==> config.mk <==
export PLATFORM = sky130hd
export DESIGN_NAME = ile_ctrl
export DESIGN_NICKNAME = d
export VERILOG_FILES = /design/src/hdl/ile_pkg.sv /design/src/hdl/ile_ctrl.sv
export SDC_FILE = /design/constraint.sdc
export NUM_CORES = 1
export LEC_CHECK = 0
export ABC_AREA = 1
export BUFFER_PORTS_ARGS = -buffer_cell sky130_fd_sc_hd__buf_2
export CAP_MARGIN = 40
export CORE_AREA = 2 2 39 41
export DETAILED_ROUTE_END_ITERATION = 6
export DIE_AREA = 0 0 41 43
export PLACE_DENSITY = 0.46
export SLEW_MARGIN = 10
export SYNTH_ARGS = -nofsm -noshare
export SYNTH_HDL_FRONTEND = slang
export SYNTH_SLANG_ARGS = --single-unit
==> constraint.sdc <==
create_clock -name clk -period 3.1 [get_ports clk]
set_clock_uncertainty 0.05 [all_clocks]
set_input_delay 0.62 -clock clk [delete_from_list [all_inputs] [get_ports clk]]
set_output_delay 0.62 -clock clk [all_outputs]
set_load 0.03 [all_outputs]
==> src/hdl/ile_pkg.sv <==
// Package for the indexed list engine: beat structs, operation and status codes.
// No dependencies.
`timescale 1ns / 1ps
package ile_pkg;
	localparam int CAPACITY_DEF = 256;

	localparam logic [2:0] OP_PUSH   = 3'd0;
	localparam logic [2:0] OP_POP    = 3'd1;
	localparam logic [2:0] OP_APPEND = 3'd2;
	localparam logic [2:0] OP_GET    = 3'd3;
	localparam logic [2:0] OP_PUT    = 3'd4;
	localparam logic [2:0] OP_INSERT = 3'd5;
	localparam logic [2:0] OP_DELETE = 3'd6;
	localparam logic [2:0] OP_CLEAR  = 3'd7;

	localparam logic [1:0] ST_OK    = 2'd0;
	localparam logic [1:0] ST_RANGE = 2'd1;
	localparam logic [1:0] ST_FULL  = 2'd2;
	localparam logic [1:0] ST_EMPTY = 2'd3;

	typedef struct packed {
		logic [2:0]         operation;
		logic [8:0]         position;
		logic signed [31:0] value;
	} in_beat_t;

	typedef struct packed {
		logic signed [31:0] read_value;
		logic [8:0]         length;
		logic               empty_res;
		logic [1:0]         status;
	} out_beat_t;

	// Controller to datapath.
	typedef struct packed {
		logic load;      // capture the input beat, restart the walk
		logic step;      // advance the walk by one link
		logic rd1;       // read element and link at the cursor
		logic rd2;       // read the second link (free head or victim)
		logic finish;    // run the commit step and load result
	} ile_cmd_t;

	// Datapath to controller.
	typedef struct packed {
		logic walk_done;  // cursor sits on the target slot
	} ile_sts_t;
endpackage

==> src/hdl/ile_ctrl.sv <==
// Controller for the indexed list engine: sequences walk, read and commit.
// Depends on ile_pkg.
`timescale 1ns / 1ps
module ile_ctrl
	import ile_pkg::*;
(
	input  logic     clk,
	input  logic     arst_n,
	input  logic     in_valid,
	output logic     in_stall,
	input  logic     out_busy,
	input  ile_sts_t sts,
	output ile_cmd_t cmd
);
	localparam logic [2:0] S_IDLE  = 3'd0;
	localparam logic [2:0] S_WALK  = 3'd1;
	localparam logic [2:0] S_RD1   = 3'd2;
	localparam logic [2:0] S_RD2   = 3'd3;
	localparam logic [2:0] S_FIN   = 3'd4;

	logic [2:0] state_q, state_d;

	assign in_stall = (state_q != S_IDLE);

	// Next state and commands.
	always_comb begin
		state_d = state_q;
		cmd = '0;
		unique case (state_q)
			S_IDLE: begin
				if (in_valid) begin
					cmd.load = 1'b1;
					state_d = S_WALK;
				end
			end
			S_WALK: begin
				if (sts.walk_done) state_d = S_RD1;
				else cmd.step = 1'b1;
			end
			S_RD1: begin
				cmd.rd1 = 1'b1;
				state_d = S_RD2;
			end
			S_RD2: begin
				cmd.rd2 = 1'b1;
				state_d = S_FIN;
			end
			S_FIN: begin
				if (!out_busy) begin
					cmd.finish = 1'b1;
					state_d = S_IDLE;
				end
			end
			default: state_d = S_IDLE;
		endcase
	end

	// Hold state.
	always_ff @(posedge clk or negedge arst_n) begin
		if (!arst_n) state_q <= S_IDLE;
		else state_q <= state_d;
	end
endmodule

== After elaboration in Yosys (flattened, before gate mapping) ==
Cells that the tools add are included.

* Eq/ne operators: 7
* Mux-type cells: 12
* Reduce and logical (&&, ||, !) cells: 3

{| class="wikitable"
|+ Operator list
! kind !! count
|-
| one-hot mux 3 bit (5 select lines) || 1
|-
| 2-to-1 mux 3 bit || 3
|-
| 2-to-1 mux 1 bit || 8
|-
| equality test 3 x 2 -> 1 bit (second input constant) || 2
|-
| != test 2 bit (second input constant) || 3
|-
| equality test 3 x 1 -> 1 bit (second input constant) || 1
|-
| equality test 3 bit (second input constant) || 1
|-
| zero test 3 bit || 1
|-
| AND reduction 3 bit || 1
|-
| nonzero test 3 bit || 1
|}

* Bits in registers: 3
* Input bits: 5
* Output and inout bits: 6
* Word-level logic and storage cells: 23

== Longest topological paths before layout ==
* Depth after elaboration: 3
* Depth in mapped cells: 5

== Worst setup path before layout ==
No wires, ideal clock.

* Path type: input -> output
* Start point: input out_busy
* End point: output cmd[0] in the netlist's numbering
* Arrival: 1521 ps
* Setup slack: 909 ps
* Cell stages on the path: 1
* Path through: nor4_1

* Word-level cells in the longest chain between the ends: 2

{| class="wikitable"
|+ Ends and longest elaborated chain
! what !! line !! text
|-
| start, declared || ile_ctrl.sv:11 || <nowiki>input logic out_busy,</nowiki>
|-
| 2-to-1 mux 1 bit || ile_ctrl.sv:49 || <nowiki>if (!out_busy) begin</nowiki>
|-
| 2-to-1 mux 1 bit || ile_ctrl.sv:29 || <nowiki>unique case (state_q)</nowiki>
|-
| end, declared || ile_ctrl.sv:13 || <nowiki>output ile_cmd_t cmd</nowiki>
|}

No other way between the ends.

==> results.ini <==
[clock_network]
numCtsBuffers=3
clk_pin_slew_worst_paths_ns=0.04
post_cts_resize_count=0
cts_setup_buffers=0
cts.sink_count=3
hold_buffers=0
cts-root-buf=clkbuf_4
h-tree-depth=1
clk_latency_ns=0.23
clk_path_buf_depth=2
cts_tree=done

[global_routing]
grt_remaining_overflow=0
grt_pass1_vias=183
grt_use_total_pct=7.15
grt_max_degree=8
antenna_found_initial=0
grt_pass1_wl_um=710

[worst_hold_path]
hp-class=in2async

[detailed_routing]
vias=225
drt_wl_total_um=442
postRouteAntennaNets=0
wl_met1_um=180
viasPerCell=3.81
highest_layer=met4
met2_length_um=210
route.met3.wl_um=40
drt_iter0_markers=2
drtPass1Iterations=2
post_drt_wl_per_cell_um=7.49
drc_errors=0

[critical_path]
arrival_ns=1.21
r2r_slack_ns=2.06
rr_worst_depth=4
crit_path_end_kind=output port
cp_data_required_time_ns=2.43
crit_type=reg2out
crit_fanout=6
cp-start-kind=register
reg2reg_to=state_q[0]$_DFFE_PN0P_
r2r_start=state_q[0]$_DFFE_PN0P_

[sta]
fin_crit_ns=1.88
finalMaxSlewViolations=0
fin_setup_tns_ns=0
setup_viol=0
rsz0062_at_grt=false
finalHoldViolCount=0
slew_headroom_pct=83.8
max_freq_ghz=0.532
worstMarginPinSlew_ns=0.243
finalCritPeriodShare_pct=60.6

[power]
power_switching_mw=0.189
pwr-share-comb_pct=57.5
swShare_pct=52.2
seq_power_share_pct=23.7
p_per_area_nw_per_um2=1180
power_frac_clock_pct=18.8
p_int_mw=0.173
max-vdd-ir-drop_mv=0.240
p_leak_nw=0.187

[layout]
antennaDiodeCount=0
final_cell_mix=buf_2, inv_1, nor2_1, nand3_1
reg.largest.list=state_q (3)
final_nets=49
design_area_sq_um=307
layout-drive-gt1-share_pct=46.5
top_register=state_q
final_common_cell=buf_2
syn2layout_area_growth_pct=45.8
largest_register_ffs=3

[synth]
yosysWarnings=0
avgSynthCellArea_sq_um=7.25
synth_area_sq_um=210
ys_ff_latch=3
synthCells=29
synth.distinct_cells=12
yosysSeqAreaShare_pct=35.7
synthesis.nets=34

[placement]
place_area_sq_um=280
gp_congestion=0.595
post-dp-hpwl_um=354
io_buffers=10

[die]
die_w_um=41
rows=14
die-area_sq_um=1760
io_pins=11
initial_core_util_pct=15.2
core_sq_um=1380
die_h_um=43

[flow_run]
cap_viol_max_count=0

[status]
status=complete, no violations

[how the worst max path moves through the flow]
| stage | startpoint | end | slack, ns |
|---|---|---|---|
| 6_report | state_q[0]$_DFFE_PN0P_ | cmd[4] | 1.22 |
| 5_1_grt | state_q[0]$_DFFE_PN0P_ | cmd[4] | 1.12 |
| 4_1_cts | state_q[0]$_DFFE_PN0P_ | cmd[4] | 1.20 |
| 3_5_place_dp | sts | cmd[3] | 1.25 |
| 3_3_place_gp | sts | cmd[3] | 1.25 |
| 2_1_floorplan | out_busy | cmd[0] | 0.91 |
[metal layers]
| layer | global-route usage [%] | vias up |
|---|---|---|
| met4 | 6.00 | 0 |
| met3 | 7.85 | 2 |
| li1 | - | 122 |
| met5 | 0 | - |
| met1 | 6.17 | 96 |
| met2 | 8.75 | 5 |
[worst max-delay path: stages (launching register included)]
cell     delay (ns)
dfrtp_1        0.45
nor2_4         0.17
nand2_1        0.08
nor2_1         0.08
buf_2          0.20
[area by class of cell]
cell class / count / area (sq um)
repair buffers: 10 / 50.0
fillers: 161 / 1080
clock buffers: 4 / 26.3
flip-flops and latches: 3 / 75.1
multi-input cells: 17 / 101
inverters: 9 / 33.8
well taps: 16 / 20.0
[power by group through the flow]
| stage | Combinational (mW) | Clock [mW] | Sequential, mW |
|---|---|---|---|
| floorplan | 0.167 | 0 | 0.0826 |
| global route | 0.233 | 0.0752 | 0.0908 |
| global placement | 0.211 | 0 | 0.0862 |
| CTS | 0.212 | 0.0722 | 0.0860 |
| finish | 0.208 | 0.0682 | 0.0859 |
| detailed placement | 0.211 | 0 | 0.0867 |
[metrics by stage]
stage                     hold WS (ns)  setup WS, ns  cells  util (%)  total power [mW]
final                            0.128          1.22     59      22.2             0.362
after detailed placement         0.371          1.25     55      20.3             0.298
after global placement           0.369          1.25     55      20.3             0.298
after global routing             0.116          1.12     59      22.2             0.399
after floorplan                  0.274         0.909     29         -             0.250
after CTS                        0.120          1.20     59      22.2             0.370
[synthesized netlist by cell type]
cell type	number	area share (%)
nand2_1	3	5.4
nor3_2	1	4.8
inv_2	3	5.4
nor2_1	4	7.1
dfrtp_1	3	36
nand3_1	4	9.5
nand4_1	1	3.0
o21ai_2	1	4.2
nor2_4	1	5.4
nand4_2	1	6.0
nor4_1	1	3.0
inv_1	6	11
[cell families after synthesis]
family	after synthesis	synth area share, %
and+or+nand+nor	16	44.0
buffers and inverters	9	16.1
DFF	3	35.7
AOI/OAI and AO/OA	1	4.17
(Power assumes the default switching activity.)
